## src/matrix_inverse_gauss_jordan_defines.svh

```systemverilog
// Assertion macros shared by the matrix inverse RTL
`ifndef MATRIX_INVERSE_GAUSS_JORDAN_DEFINES_SVH
`define MATRIX_INVERSE_GAUSS_JORDAN_DEFINES_SVH
// Implication checked on every clock edge outside reset
`define MIG_ASSERT_IMP(label, clk, rst_n, ante, cons) \
    label: assert property (@(posedge clk) disable iff (!rst_n) (ante) |-> (cons)) \
        else $error("assertion failed");
// Next-cycle implication checked outside reset
`define MIG_ASSERT_NXT(label, clk, rst_n, ante, cons) \
    label: assert property (@(posedge clk) disable iff (!rst_n) (ante) |=> (cons)) \
        else $error("assertion failed");
`endif

```

## src/mig_pkg.sv

```systemverilog
// Package: sizes, types and fixed-point helpers for the matrix inverse
`default_nettype none
package mig_pkg;
    localparam int ORDER     = 3;
    localparam int FRAC_BITS = 16;
    localparam int CELLS     = ORDER * ORDER;
    localparam int IDX_W     = $clog2(CELLS);
    localparam int ROW_W     = $clog2(ORDER);
    localparam int QDEPTH    = 2;
    localparam int QPTR_W    = $clog2(QDEPTH);
    localparam int QCNT_W    = $clog2(QDEPTH + 1);

    localparam logic signed [31:0] S32_MAX = 32'sh7FFF_FFFF;
    localparam logic signed [31:0] S32_MIN = 32'sh8000_0000;
    localparam logic [31:0]        ONE_FX  = 32'd1 << FRAC_BITS;

    typedef struct packed {
        logic        last;
        logic [31:0] elem;
        logic [IDX_W-1:0] idx;
    } t_load;

    typedef enum logic [3:0] {
        ST_LOAD, ST_PIV_RD, ST_PIV_CHK, ST_DIV_RD, ST_DIV_GO, ST_DIV_WAIT,
        ST_FAC_RD, ST_FAC_LAT, ST_SUB_RD, ST_SUB_MUL, ST_SUB_PROD, ST_SUB_WR,
        ST_NEXT_ROW, ST_EMIT_RD, ST_EMIT
    } t_state;

    // Saturate a 64-bit signed value to 32 bits
    function automatic logic [31:0] sat32(input logic signed [63:0] v);
        if (v > 64'(S32_MAX)) sat32 = S32_MAX;
        else if (v < 64'(S32_MIN)) sat32 = S32_MIN;
        else sat32 = v[31:0];
    endfunction

    // Diagonal positions of a row-major ORDER x ORDER matrix
    function automatic logic [CELLS-1:0] diag_mask();
        logic [CELLS-1:0] m;
        m = '0;
        for (int r = 0; r < ORDER; r++) m[r * ORDER + r] = 1'b1;
        return m;
    endfunction

    localparam logic [CELLS-1:0] DIAG = diag_mask();
endpackage
`default_nettype wire

```

## src/mig_ram.sv

```systemverilog
// Generic single-write, single-read RAM with registered read
`default_nettype none
module mig_ram #(
    parameter int WIDTH = 32,
    parameter int DEPTH = 9
) (
    input  wire logic                     i_clk,
    input  wire logic                     i_we,
    input  wire logic [$clog2(DEPTH)-1:0] i_waddr,
    input  wire logic [WIDTH-1:0]         i_wdata,
    input  wire logic [$clog2(DEPTH)-1:0] i_raddr,
    output logic      [WIDTH-1:0]         o_rdata
);
    logic [WIDTH-1:0] r_mem [DEPTH];

    // write port and registered read
    always_ff @(posedge i_clk) begin
        if (i_we) r_mem[i_waddr] <= i_wdata;
        o_rdata <= r_mem[i_raddr];
    end
endmodule
`default_nettype wire

```

## src/mig_front.sv

```systemverilog
// Front end: takes input beats, numbers them and queues them for the engine
`default_nettype none
module mig_front
    import mig_pkg::*;
(
    input  wire logic        i_clk,
    input  wire logic        i_rst_n,
    input  wire logic        i_valid,
    output logic             o_ready,
    input  wire logic [31:0] i_elem,
    input  wire logic        i_last,
    output logic             o_q_valid,
    input  wire logic        i_q_pop,
    output t_load            o_q_head
);
    t_load              r_q [QDEPTH];
    logic [QCNT_W-1:0]  r_cnt;
    logic [QPTR_W-1:0]  r_wp, r_rp;
    logic [IDX_W-1:0]   r_idx;
    logic               push;
    logic               mark;

    assign o_ready   = (r_cnt != QCNT_W'(QDEPTH));
    assign push      = i_valid && o_ready;
    assign o_q_valid = (r_cnt != '0);
    assign o_q_head  = r_q[r_rp];
    // a beat closes the matrix on its mark or when it fills the last position
    assign mark      = i_last || (r_idx == IDX_W'(CELLS - 1));

    // queue storage
    always_ff @(posedge i_clk) begin
        if (push) begin
            r_q[r_wp].elem <= i_elem;
            r_q[r_wp].idx  <= r_idx;
            r_q[r_wp].last <= mark;
        end
    end

    // pointers, fill and position count
    always_ff @(posedge i_clk) begin
        if (!i_rst_n) begin
            r_cnt <= '0; r_wp <= '0; r_rp <= '0; r_idx <= '0;
        end else begin
            if (push) begin
                r_wp  <= (r_wp == QPTR_W'(QDEPTH - 1)) ? '0 : r_wp + 1'b1;
                r_idx <= mark ? '0 : r_idx + 1'b1;
            end
            if (i_q_pop) r_rp <= (r_rp == QPTR_W'(QDEPTH - 1)) ? '0 : r_rp + 1'b1;
            r_cnt <= r_cnt + QCNT_W'(push) - QCNT_W'(i_q_pop);
        end
    end

`include "matrix_inverse_gauss_jordan_defines.svh"
    `MIG_ASSERT_IMP(a_pop_nonempty, i_clk, i_rst_n, i_q_pop, o_q_valid)
    `MIG_ASSERT_IMP(a_cnt_range, i_clk, i_rst_n, 1'b1, r_cnt <= QCNT_W'(QDEPTH))
    `MIG_ASSERT_IMP(a_idx_range, i_clk, i_rst_n, 1'b1, r_idx < IDX_W'(CELLS))
endmodule
`default_nettype wire

```

## src/mig_divider.sv

```systemverilog
// Restoring divider: signed (a << FRAC_BITS) / p, one quotient bit a cycle
`default_nettype none
module mig_divider
    import mig_pkg::*;
(
    input  wire logic        i_clk,
    input  wire logic        i_rst_n,
    input  wire logic        i_start,
    input  wire logic [31:0] i_num,
    input  wire logic [31:0] i_den,
    output logic             o_done,
    output logic [31:0]      o_quot
);
    localparam int NW = 32 + FRAC_BITS;
    logic [NW-1:0] r_q;
    logic [32:0]   r_rem;
    logic [31:0]   r_d;
    logic          r_neg, r_busy;
    logic [$clog2(NW+1)-1:0] r_cnt;
    logic [33:0]   trial;
    logic [63:0]   mag;

    assign trial = {r_rem, r_q[NW-1]} - {2'b00, r_d};
    assign mag   = 64'(r_q);

    always_ff @(posedge i_clk) begin
        if (!i_rst_n) begin
            r_busy <= 1'b0; o_done <= 1'b0;
        end else begin
            o_done <= 1'b0;
            if (i_start) begin
                r_busy <= 1'b1;
                r_cnt  <= ($clog2(NW+1))'(NW);
                r_rem  <= '0;
                r_neg  <= i_num[31] ^ i_den[31];
                r_d    <= i_den[31] ? 32'(-i_den) : i_den;
                r_q    <= NW'({(i_num[31] ? 32'(-i_num) : i_num), FRAC_BITS'(0)});
            end else if (r_busy) begin
                if (trial[33]) begin
                    r_rem <= {r_rem[31:0], r_q[NW-1]};
                    r_q   <= {r_q[NW-2:0], 1'b0};
                end else begin
                    r_rem <= trial[32:0];
                    r_q   <= {r_q[NW-2:0], 1'b1};
                end
                r_cnt <= r_cnt - 1'b1;
                if (r_cnt == 1) begin
                    r_busy <= 1'b0; o_done <= 1'b1;
                end
            end
        end
    end

    assign o_quot = sat32(r_neg ? -$signed(mag) : $signed(mag));
endmodule
`default_nettype wire

```

## src/mig_engine.sv

```systemverilog
// Back end: stores the matrix, runs the elimination and streams the inverse
`default_nettype none
module mig_engine
    import mig_pkg::*;
(
    input  wire logic        i_clk,
    input  wire logic        i_rst_n,
    input  wire logic        i_q_valid,
    output logic             o_q_pop,
    input  wire t_load       i_q_head,
    output logic             o_valid,
    input  wire logic        i_ready,
    output logic [31:0]      o_elem,
    output logic             o_last,
    output logic             o_sing
);
    t_state             r_st, n_st;
    logic [ROW_W-1:0]   r_i, n_i, r_e, n_e, r_j, n_j;
    logic               r_side, n_side, r_sing, n_sing;
    logic [IDX_W-1:0]   r_k, n_k;
    logic [31:0]        r_piv, n_piv, r_f, n_f, r_a, n_a, r_tgt, n_tgt;
    logic signed [63:0] r_prod, n_prod;
    logic [31:0]        r_out, n_out;
    logic               r_ov, n_ov, r_ol, n_ol, r_os, n_os;
    logic [CELLS-1:0]   r_iv_ok, n_iv_ok;
    logic [IDX_W-1:0]   r_iv_ra;

    logic               wm_we, iv_we;
    logic [IDX_W-1:0]   wm_wa, iv_wa, wm_ra, iv_ra;
    logic [31:0]        wm_wd, iv_wd, wm_rd, iv_rd;
    logic               div_start, div_done;
    logic [31:0]        div_num, div_q, rd_sel, iv_val, sub_val;
    logic signed [63:0] pdiv;

    function automatic logic [IDX_W-1:0] cell_idx(input logic [ROW_W-1:0] r,
                                                  input logic [ROW_W-1:0] c);
        cell_idx = IDX_W'(r * ORDER + c);
    endfunction

    mig_ram #(.WIDTH(32), .DEPTH(CELLS)) u_wm (.i_clk, .i_we(wm_we), .i_waddr(wm_wa),
        .i_wdata(wm_wd), .i_raddr(wm_ra), .o_rdata(wm_rd));
    mig_ram #(.WIDTH(32), .DEPTH(CELLS)) u_iv (.i_clk, .i_we(iv_we), .i_waddr(iv_wa),
        .i_wdata(iv_wd), .i_raddr(iv_ra), .o_rdata(iv_rd));
    mig_divider u_div (.i_clk, .i_rst_n, .i_start(div_start), .i_num(div_num),
        .i_den(r_piv), .o_done(div_done), .o_quot(div_q));

    // inverse side: an entry not yet written this run reads as identity
    assign iv_val  = r_iv_ok[r_iv_ra] ? iv_rd : (DIAG[r_iv_ra] ? ONE_FX : 32'd0);
    assign rd_sel  = r_side ? iv_val : wm_rd;
    assign div_num = rd_sel;
    // product scaled back toward zero, then saturating difference
    assign pdiv    = r_prod[63] ? -((-r_prod) >>> FRAC_BITS) : (r_prod >>> FRAC_BITS);
    assign sub_val = sat32($signed({{32{r_tgt[31]}}, r_tgt})
                           - $signed(64'(signed'(sat32(pdiv)))));

    // sequencing: load, pivot check, row division, elimination, emit
    always_comb begin
        n_st = r_st; n_i = r_i; n_e = r_e; n_j = r_j; n_side = r_side; n_sing = r_sing;
        n_k = r_k; n_piv = r_piv; n_f = r_f; n_a = r_a; n_tgt = r_tgt; n_prod = r_prod;
        n_out = r_out; n_ol = r_ol; n_os = r_os; n_iv_ok = r_iv_ok;
        n_ov = r_ov && !i_ready;
        o_q_pop = 1'b0; div_start = 1'b0;
        wm_we = 1'b0; wm_wa = i_q_head.idx; wm_wd = i_q_head.elem;
        iv_we = 1'b0; iv_wa = cell_idx(r_i, r_j); iv_wd = div_q;
        wm_ra = cell_idx(r_i, r_j); iv_ra = cell_idx(r_i, r_j);
        unique case (r_st)
            ST_LOAD: begin
                if (i_q_valid) begin
                    o_q_pop = 1'b1; wm_we = 1'b1;
                    if (i_q_head.last) begin
                        n_st = ST_PIV_RD; n_i = '0; n_sing = 1'b0; n_iv_ok = '0;
                    end
                end
            end
            ST_PIV_RD: begin
                wm_ra = cell_idx(r_i, r_i); n_st = ST_PIV_CHK;
            end
            ST_PIV_CHK: begin
                n_piv = wm_rd; n_j = '0; n_side = 1'b0;
                if (wm_rd == 32'd0) begin
                    n_sing = 1'b1; n_k = '0; n_st = ST_EMIT_RD;
                end else begin
                    n_st = ST_DIV_RD;
                end
            end
            ST_DIV_RD: begin
                n_st = ST_DIV_GO;
            end
            ST_DIV_GO: begin
                div_start = 1'b1; n_st = ST_DIV_WAIT;
            end
            ST_DIV_WAIT: begin
                if (div_done) begin
                    wm_wa = cell_idx(r_i, r_j); wm_wd = div_q;
                    if (r_side) begin
                        iv_we = 1'b1; n_iv_ok[cell_idx(r_i, r_j)] = 1'b1;
                    end else begin
                        wm_we = 1'b1;
                    end
                    if (r_j == ROW_W'(ORDER - 1)) begin
                        n_j = '0;
                        if (r_side) begin
                            n_side = 1'b0; n_e = '0; n_st = ST_FAC_RD;
                        end else begin
                            n_side = 1'b1; n_st = ST_DIV_RD;
                        end
                    end else begin
                        n_j = r_j + 1'b1; n_st = ST_DIV_RD;
                    end
                end
            end
            ST_FAC_RD: begin
                wm_ra = cell_idx(r_e, r_i);
                n_st = (r_e == r_i) ? ST_NEXT_ROW : ST_FAC_LAT;
            end
            ST_FAC_LAT: begin
                n_f = wm_rd; n_j = '0; n_side = 1'b0; n_st = ST_SUB_RD;
            end
            ST_SUB_RD: begin
                // pivot row operand first, then target entry
                n_st = ST_SUB_MUL;
            end
            ST_SUB_MUL: begin
                n_a = rd_sel; wm_ra = cell_idx(r_e, r_j); iv_ra = cell_idx(r_e, r_j);
                n_st = ST_SUB_PROD;
            end
            ST_SUB_PROD: begin
                n_prod = $signed(r_f) * $signed(r_a); n_tgt = rd_sel; n_st = ST_SUB_WR;
            end
            ST_SUB_WR: begin
                wm_wa = cell_idx(r_e, r_j); wm_wd = sub_val;
                iv_wa = cell_idx(r_e, r_j); iv_wd = sub_val;
                if (r_side) begin
                    iv_we = 1'b1; n_iv_ok[cell_idx(r_e, r_j)] = 1'b1;
                end else begin
                    wm_we = 1'b1;
                end
                if (r_j == ROW_W'(ORDER - 1)) begin
                    n_j = '0;
                    if (r_side) begin
                        n_side = 1'b0; n_st = ST_NEXT_ROW;
                    end else begin
                        n_side = 1'b1; n_st = ST_SUB_RD;
                    end
                end else begin
                    n_j = r_j + 1'b1; n_st = ST_SUB_RD;
                end
            end
            ST_NEXT_ROW: begin
                if (r_e == ROW_W'(ORDER - 1)) begin
                    if (r_i == ROW_W'(ORDER - 1)) begin
                        n_k = '0; n_st = ST_EMIT_RD;
                    end else begin
                        n_i = r_i + 1'b1; n_st = ST_PIV_RD;
                    end
                end else begin
                    n_e = r_e + 1'b1; n_st = ST_FAC_RD;
                end
            end
            ST_EMIT_RD: begin
                iv_ra = r_k; n_st = ST_EMIT;
            end
            ST_EMIT: begin
                // keep the address so the read data holds while the output is busy
                iv_ra = r_k;
                if (!r_ov || i_ready) begin
                    n_out = r_sing ? 32'd0 : iv_val; n_ov = 1'b1; n_os = r_sing;
                    n_ol = (r_k == IDX_W'(CELLS - 1));
                    if (r_k == IDX_W'(CELLS - 1)) begin
                        n_st = ST_LOAD;
                    end else begin
                        n_k = r_k + 1'b1; n_st = ST_EMIT_RD;
                    end
                end
            end
            default: n_st = ST_LOAD;
        endcase
    end

    // state and datapath registers
    always_ff @(posedge i_clk) begin
        if (!i_rst_n) begin
            r_st <= ST_LOAD; r_i <= '0; r_e <= '0; r_j <= '0; r_side <= 1'b0;
            r_sing <= 1'b0; r_k <= '0; r_piv <= '0; r_f <= '0; r_a <= '0; r_tgt <= '0;
            r_prod <= '0; r_out <= '0; r_ov <= 1'b0; r_ol <= 1'b0; r_os <= 1'b0;
            r_iv_ok <= '0; r_iv_ra <= '0;
        end else begin
            r_st <= n_st; r_i <= n_i; r_e <= n_e; r_j <= n_j; r_side <= n_side;
            r_sing <= n_sing; r_k <= n_k; r_piv <= n_piv; r_f <= n_f; r_a <= n_a;
            r_tgt <= n_tgt; r_prod <= n_prod; r_out <= n_out; r_ov <= n_ov; r_ol <= n_ol;
            r_os <= n_os; r_iv_ok <= n_iv_ok; r_iv_ra <= iv_ra;
        end
    end

    assign o_valid = r_ov;
    assign o_elem  = r_out;
    assign o_last  = r_ol;
    assign o_sing  = r_os;

`include "matrix_inverse_gauss_jordan_defines.svh"
    `MIG_ASSERT_IMP(a_pop_in_load, i_clk, i_rst_n, o_q_pop, r_st == ST_LOAD)
    `MIG_ASSERT_NXT(a_hold_out, i_clk, i_rst_n, o_valid && !i_ready, o_valid && $stable(o_elem) && $stable(o_last) && $stable(o_sing))
    `MIG_ASSERT_IMP(a_sing_zero, i_clk, i_rst_n, o_valid && o_sing, o_elem == 32'd0)
    `MIG_ASSERT_IMP(a_div_piv, i_clk, i_rst_n, div_start, r_piv != 32'd0)
endmodule
`default_nettype wire

```

## src/matrix_inverse_gauss_jordan.sv

```systemverilog
// Top level of the Gauss-Jordan matrix inverse
// Takes an ORDER x ORDER Q16.16 matrix one beat per element, row-major (tlast marks
// the final element; a full matrix closes on its own). The engine then runs
// elimination without pivoting with one shared restoring divider (48 iterations
// per quotient, each after its operand read and start) and one multiplier, and
// streams the ORDER*ORDER inverse elements row-major with tlast on the final one and
// tuser as the singular flag (elements zero then). For a 3x3 matrix the work after
// the closing beat is 18 quotients, 6 row updates and the control steps of each
// pivot, so the serial divider sets the pace; results then leave one at a time,
// each held while the output stalls. A zero pivot ends the elimination early.
// Input beats queue in a two-entry buffer while the engine works.
`default_nettype none
module matrix_inverse_gauss_jordan
    import mig_pkg::*;
(
    input  wire logic        i_clk,
    input  wire logic        i_rst_n,
    input  wire logic        s_axis_tvalid,
    output logic             s_axis_tready,
    input  wire logic [31:0] s_axis_tdata,   // [31:0] elem_in
    input  wire logic        s_axis_tlast,
    output logic             m_axis_tvalid,
    input  wire logic        m_axis_tready,
    output logic [31:0]      m_axis_tdata,   // [31:0] inv_elem
    output logic             m_axis_tlast,
    output logic             m_axis_tuser    // [0] singular
);
    logic  q_valid, q_pop;
    t_load q_head;

    mig_front u_front (.i_clk, .i_rst_n, .i_valid(s_axis_tvalid), .o_ready(s_axis_tready),
        .i_elem(s_axis_tdata), .i_last(s_axis_tlast), .o_q_valid(q_valid),
        .i_q_pop(q_pop), .o_q_head(q_head));
    mig_engine u_engine (.i_clk, .i_rst_n, .i_q_valid(q_valid), .o_q_pop(q_pop),
        .i_q_head(q_head), .o_valid(m_axis_tvalid), .i_ready(m_axis_tready),
        .o_elem(m_axis_tdata), .o_last(m_axis_tlast), .o_sing(m_axis_tuser));
endmodule
`default_nettype wire
```

## config.mk

```make
export PLATFORM = sky130hd
export DESIGN_NAME = matrix_inverse_gauss_jordan
export DESIGN_NICKNAME = d
export VERILOG_FILES = /design/src/mig_pkg.sv /design/src/mig_ram.sv /design/src/mig_front.sv /design/src/mig_divider.sv /design/src/mig_engine.sv /design/src/matrix_inverse_gauss_jordan.sv
export VERILOG_INCLUDE_DIRS = /design/src /design/src/src
export SDC_FILE = /design/constraint.sdc
export NUM_CORES = 2
export LEC_CHECK = 0
export BUFFER_PORTS_ARGS = -buffer_cell sky130_fd_sc_hd__buf_2
export CAP_MARGIN = 40
export CORE_MARGIN = 2
export CORE_UTILIZATION = 60
export CTS_CLUSTER_SIZE = 24
export DETAILED_ROUTE_END_ITERATION = 8
export GPL_ROUTABILITY_DRIVEN = 0
export PLACE_DENSITY = 0.8
export REMOVE_ABC_BUFFERS = 1
export SETUP_SLACK_MARGIN = 0.1
export SLEW_MARGIN = 20
export SYNTH_ARGS = -nofsm -noshare
export SYNTH_HDL_FRONTEND = slang
export SYNTH_SLANG_ARGS = --single-unit
```

## constraint.sdc

```tcl
create_clock -name i_clk -period 11.5 [get_ports i_clk]
set_input_delay 0.575 -clock i_clk [delete_from_list [all_inputs] [get_ports i_clk]]
set_output_delay 0.575 -clock i_clk [all_outputs]
set_load 0.02 [all_outputs]
```

Yosys cells after proc, flatten, opt, wreduce, memory -nomap -nowiden
Memory sizes are Yosys's and may differ from the RTL's. A register that Yosys moved wholly into a read port is not among the register bits.
Index checks and enable logic that the tools add are counted.
W data, S select, Z words.
Word-level totals
  input port bits: 37
  word-level logic and storage cells: 249
  register bits: 386
  memories kept: 4
  output and inout port bits: 36
  memory bits (read-only): 16
  RAM bits: 650
Memory list
  u_engine.u_iv.r_mem: depth 9, bits a word 32, read ports 1, clocked after Yosys merged registers in 1, wr ports 1, RTL line mig_ram.sv:14  | logic [WIDTH-1:0] r_mem [DEPTH];
  u_engine.u_wm.r_mem: depth 9, bits a word 32, read ports 1, clocked after Yosys merged registers in 1, wr ports 1, RTL line mig_ram.sv:14
  u_front.r_q: depth 2, bits a word 37, read ports 1, clocked after Yosys merged registers in 1, wr ports 1, RTL line mig_front.sv:16  | t_load r_q [QDEPTH];
  (name not given): depth 16, bits a word 1, read ports 1, clocked after Yosys merged registers in 1, wr ports 0, RTL line mig_engine.sv:48  | assign iv_val = r_iv_ok[r_iv_ra] ? iv_rd : (DIAG[r_iv_ra] ? ONE_FX : 32'd0);
Operators by class
  reductions and logical operators: 31
  $mul: 3
  add/sub/neg operators: 21
  multiplexer cells: 108
  bitwise operators: 5
  order comparisons: 11
  equal/unequal tests: 35
Operators with widths (number)
  $mux W32: 12
  $gt A64 B32 Y1 const B: 3
  $lt A64 B32 Y1 const B: 3
  $mux W64: 2
  $neg A48 Y64: 2
  $mux W48: 2
  $mux W4: 18
  $mux W33: 2
  $mul A32 B32 Y64: 1
  $neg A32 Y32: 2
  $neg A64 Y64: 1
  $pmux W32 S2: 1
  $pmux W4 S15: 1
  $mux W9: 5
  $eq A4 B4 Y1 const B: 9
  $sub A34 B32 Y34: 1
  $mux W1: 33
  $sub A32 B32 Y33: 1
  $logic_not A32 Y1: 1
  $mux W31: 1
  $pmux W9 S3: 1
  $pmux W4 S3: 2
  $mux W2: 10
  $or A9 B9 Y9: 2
  other kinds (42): 98

Longest topological paths before layout
  depth after elaboration: 11
  depth in mapped cells: 31
  gate-level depth less buffers: 30

Hierarchy
Synthesis repeated with hierarchy kept, for this count alone.
Unflattened totals
  cell total of the unflattened synthesis: 8445
  area, all modules: 87313.7 um^2
Modules (own cells, without submodules)
  mig_engine: sequential area each 5144.9 um^2, area each 50908.8 um^2, cells an instance 5974, instances 1
  mig_ram (u_engine.u_wm): sequential area each 9288.9 um^2, area each 11897.7 um^2, cells an instance 629, instances 1
  mig_ram (u_engine.u_iv): sequential area each 9288.9 um^2, area each 11895.2 um^2, cells an instance 629, instances 1
  mig_divider: sequential area each 3643.5 um^2, area each 9499.1 um^2, cells an instance 1048, instances 1
  mig_front: sequential area each 2402.3 um^2, area each 3113.0 um^2, cells an instance 165, instances 1

Worst setup path after synthesis
OpenSTA, ideal clock, no wires.
  path type: flip-flop to flip-flop
  start: register u_engine.r_a[4]
  end: register u_engine.r_prod[63]
  cell stages (with the launch flop): 28
  arrival: 8.048 ns
  setup slack: 3.393 ns
  data required time: 11.441 ns
  cell sequence: dfxtp_1 clkbuf_1 nand2_1 fa_1 inv_1 fa_1 inv_1 fa_1 inv_1 fa_1 fa_1 inv_1 fa_1 inv_1 fa_1 fa_1 ha_1 and4_1 clkbuf_1 nand2_1 nor4_1 o2111ai_1 a211oi_1 o21ai_0 a2111oi_0 o211ai_1 a2111oi_0 o31a_1
Between the ends
  longest elaborated chain between the ends: 1
RTL lines
  start: declaration: RTL line mig_engine.sv:21  | logic [31:0] r_piv, n_piv, r_f, n_f, r_a, n_a, r_tgt, n_tgt;
  start signal: assignment: RTL line mig_engine.sv:189  | r_sing <= n_sing; r_k <= n_k; r_piv <= n_piv; r_f <= n_f; r_a <= n_a;
  $mul A32 B32 Y64: RTL line mig_engine.sv:128  | n_prod = $signed(r_f) * $signed(r_a); n_tgt = rd_sel; n_st = ST_SUB_WR;
  end signal: assignment: RTL line mig_engine.sv:190  | r_tgt <= n_tgt; r_prod <= n_prod; r_out <= n_out; r_ov <= n_ov; r_ol <= n_ol;
  end: declaration: RTL line mig_engine.sv:22  | logic signed [63:0] r_prod, n_prod;
Every way passes these cells.
A chain may end at the register's enable or synchronous reset.

Worst setup path after layout
  start: register u_engine.r_a[6]
  end: register u_engine.r_prod[63]
Same word-level chain as after synthesis.

==> results list <==
- Final routed DRC violation total: 0
* Clock tree from TritonCTS: done
- Max Clk Rate: 106 MHz
- Number of nets at the end of the flow: about 10000
- Most repeated cell in the gate-level netlist after synthesis: sky130_fd_sc_hd__nand2_1
* Number of distinct standard cells referenced by the synthesized netlist: 87
- Summed over all cells, the static leakage comes to 39.7 nW.
* Post-DP HPWL: roughly 180 mm
- Worst rel slew slack: 0.314
* Crit path from: u_engine.r_a[6]
- Fill cells: around 11000
- Max FO, Critical Path: 20
- The design draws 9.09 mW.
- IR drop worst, VDD: about 0.18 mV
* Cell family with most CP delay: adder cells
* Width of the chip: 388 µm
- Min-Delay Path Class: primary input to register
* Final-report max-slew violation count: 0
* Register bit total from synthesis: ~1100
- Clock-pin slew was measured on the worst setup and hold paths at roughly 60 ps.
- Worst setup SP type: register
* I/O pin count: 73
* CTS sink cnt: 1102
- The core region is 146000 µm².
- Arrival time at the worst endpoint: between 10000 and 15000 ps
* Share of the cycle needed by the critical path after routing: 0.819
- For the worst-skew pair, the clock arrives at the later sink with an insertion delay of 760 ps.
- Total routing usage reported by global routing: 0.330
- Entering global routing, the biggest net connects 92 pins.
* Proportion of synthesized flip-flops having asynchronous set or reset: 0
* Cells taking the most area after synthesis: sky130_fd_sc_hd__edfxtp_1 26%, sky130_fd_sc_hd__fa_1 25%, sky130_fd_sc_hd__nand2_1 7.7%, sky130_fd_sc_hd__dfxtp_1 7.5%, sky130_fd_sc_hd__inv_1 5.3%
* Register area share after synthesis: 0.337
- Peak per-stage delay on the critical path: about 830 ps
- Worst Skew: 52.4 ps
* Areal power density over the cells: 95.6 nW/µm²
- Among the stages of the critical path, the cell type that occurs most often is sky130_fd_sc_hd__fa_1.
* Highest-delay cell along the critical path: sky130_fd_sc_hd__dfxtp_1
* Hold_sp: s_axis_tdata[5]
- Measured along the y axis, the die boundary spans 388 µm.
- Setup violations remaining at the end of the flow were counted as 0.
- Post-Route Setup TNS: 0 ps
- Area added between synthesis and finish: 7.66%
- H-tree levels: 3
- Via count of the first global-routing pass: 68400
- The tree is rooted in a sky130_fd_sc_hd__clkbuf_16.
* DR vias/cell: 6.17
- After detailed routing, the average wire length per cell comes to 22.5 µm.
- The tool flagged a number of max-cap violations equal to 0.
- In this run the tool buffered the top-level ports with 72 buffer cells.
- The cell count after synthesis came out at 9082.
* Detailed-route via count: 67800
- Clock Path Buffers: 3
- Setup repair after global routing left no endpoint under its margin.
* TritonRoute pass-1 iters: 8
- Total overflow reported by the global router: 0
* Share of the synthesized area in the top cell type: 0.262
- Worst Path Required: 12180 ps
* Buffers plus inverters on the worst setup path: 5
- Layout cells sized above 1: 0.0685
* Total die area: ~150000 µm²
- Initial core utilization: 0.605
- Counting instances in the post-synthesis netlist gives the leading cell types as 1810 x sky130_fd_sc_hd__nand2_1, 1256 x sky130_fd_sc_hd__inv_1, 1087 x sky130_fd_sc_hd__fa_1, 770 x sky130_fd_sc_hd__edfxtp_1, 480 x sky130_fd_sc_hd__clkbuf_1.
* Synth Cell Area: 88300 µm²
- The number of antenna violations at the first check in global routing was 6.
- Summed over all layers, the routed wires come to ~250 mm.
* Area leader, netlist: sky130_fd_sc_hd__edfxtp_1
- Final hold violations: 0
- Sort of element at the end of the critical path: register
- FF-to-FF Start: u_engine.r_a[6]
* Utilization after layout: 0.652
* Ys Warns: 0
- The first global-routing pass estimated 386 mm of wire.
- The routed design could run at a clock period as short as 9420 ps.
* Average instance area after synthesis: ~9.7 µm²
- Count of routing violations after the opening detailed-route iteration: around 8400
* Number of routed nets with antenna violations: 0
- TritonCTS Buffers: around 110
- Cell row count: 140
- In the synthesized netlist the dominant register cell turns out to be sky130_fd_sc_hd__edfxtp_1.
- Tightest Pin Transition: 1030 ps
- Critical path start-end classification: register to register
- The synthesized design contains 770 enable-type register cells.
- The run finished with clean final reports.
## per-stage QoR
| step | cells | setup WS, ps | hold WS, ps | cell area [µm²] |
|---|---|---|---|---|
| after floorplan | 8555 | -998 | 418 | 86300 |
| after global placement | 10700 | 1860 | 424 | 90400 |
| after detailed placement | 10700 | 1820 | 430 | 91000 |
| after CTS | 11000 | 1780 | 2.39 | 94900 |
| after global routing | 11000 | 1650 | 13.2 | 95100 |
| final | 11000 | 2080 | 24.4 | 95100 |
## placed cells by master, fill, tap and decap left out, types with 99 or more instances in the layout
| cell | n |
|---|---|
| sky130_fd_sc_hd__and3_1 | 99 |
| sky130_fd_sc_hd__nor2b_1 | 99 |
| sky130_fd_sc_hd__edfxtp_1 | 770 |
| sky130_fd_sc_hd__xnor2_1 | 164 |
| sky130_fd_sc_hd__nor2_1 | 229 |
| sky130_fd_sc_hd__xor2_1 | 106 |
| sky130_fd_sc_hd__clkbuf_16 | 115 |
| sky130_fd_sc_hd__nand2_1 | 1809 |
| sky130_fd_sc_hd__fa_1 | 1087 |
| sky130_fd_sc_hd__o21ai_0 | 313 |
| sky130_fd_sc_hd__dfxtp_1 | 322 |
| sky130_fd_sc_hd__nand3_1 | 217 |
| sky130_fd_sc_hd__ha_1 | 273 |
| sky130_fd_sc_hd__inv_1 | 1256 |
| sky130_fd_sc_hd__a21oi_1 | 187 |
| sky130_fd_sc_hd__a31oi_1 | 123 |
| sky130_fd_sc_hd__buf_4 | 148 |
| sky130_fd_sc_hd__and2_1 | 317 |
## kinds of logic after synthesis
| kind of cell | after synthesis | share of synthesized area |
|---|---|---|
| adder cells (fa/ha/maj) | 1360 | 0.285 |
| AO/OA/AOI/OAI | 1312 | 0.101 |
| multiplexers | 60 | 0.00751 |
| flip-flops | 1102 | 0.337 |
| buffers and inverters | 1784 | 0.0765 |
| AND/OR/NAND/NOR | 3194 | 0.166 |
| XOR/XNOR | 270 | 0.0268 |
## cell type report
cell class / count / area [µm²] / share of cell area
clock inverters: 49 / 488 / 0.00513
diodes: 9 / 22.5 / 0.000237
inverters: 1257 / 4720 / 0.0496
well taps: 1917 / 2400 / 0.0252
clock buffers: 162 / 3260 / 0.0343
multi-input cells: 6196 / 52100 / 0.548
repair buffers: 289 / 2270 / 0.0239
flip-flops and latches: 1102 / 29800 / 0.313
## final timing paths
| path | endpoint | slack, ps | cells past startpoint |
|---|---|---|---|
| setup reg to reg | u_engine.r_prod[63] | 2080 | 25 |
| hold reg to reg | u_engine.u_iv.o_rdata[13] | 430 | 2 |
| hold / removal | u_front.r_q[0][9] | 20 | 1 |
| setup / recovery | u_engine.r_prod[63] | 2080 | 25 |
## per-layer routing
layer,GRT usage,vias up,part of all wire
met4,0.170,4,0.063
li1,-,29400,-
met3,0.0829,846,0.12
met5,0,-,0.00011
met2,0.516,4135,0.45
met1,0.429,33400,0.36
## power breakdown
group	switching (mW)	total, mW	internal (mW)
Sequential	0.123	4.59	4.47
Combinational	0.554	0.819	0.265
Clock	1.59	3.69	2.09
Total	2.27	9.09	6.82
## state kept, by name, indices dropped and copies added, names as in the netlist, 4 cells and up, named ones only
register	cells
u_engine.u_wm.o_rdata	32
u_engine.r_k	4
u_engine.r_a	32
u_engine.u_div.r_cnt	6
u_engine.u_div.r_rem	33
u_engine.u_iv.o_rdata	32
u_engine.r_st	4
u_front.r_idx	4
u_engine.u_wm.r_mem	288
u_engine.u_div.r_q	48
u_engine.r_piv	32
u_engine.r_tgt	32
u_engine.r_prod	64
u_engine.u_div.r_d	32
u_engine.u_iv.r_mem	288
u_front.r_q	74
u_engine.r_iv_ok	9
u_engine.r_iv_ra	4
u_engine.o_elem	32
u_engine.r_f	32
## what timing repair did
item,CTS,global route
hold endpoints to repair,22,0
setup buffers,0,0
hold buffers,13,0
gates resized for setup,0,0
(Power assumes the default switching activity.)
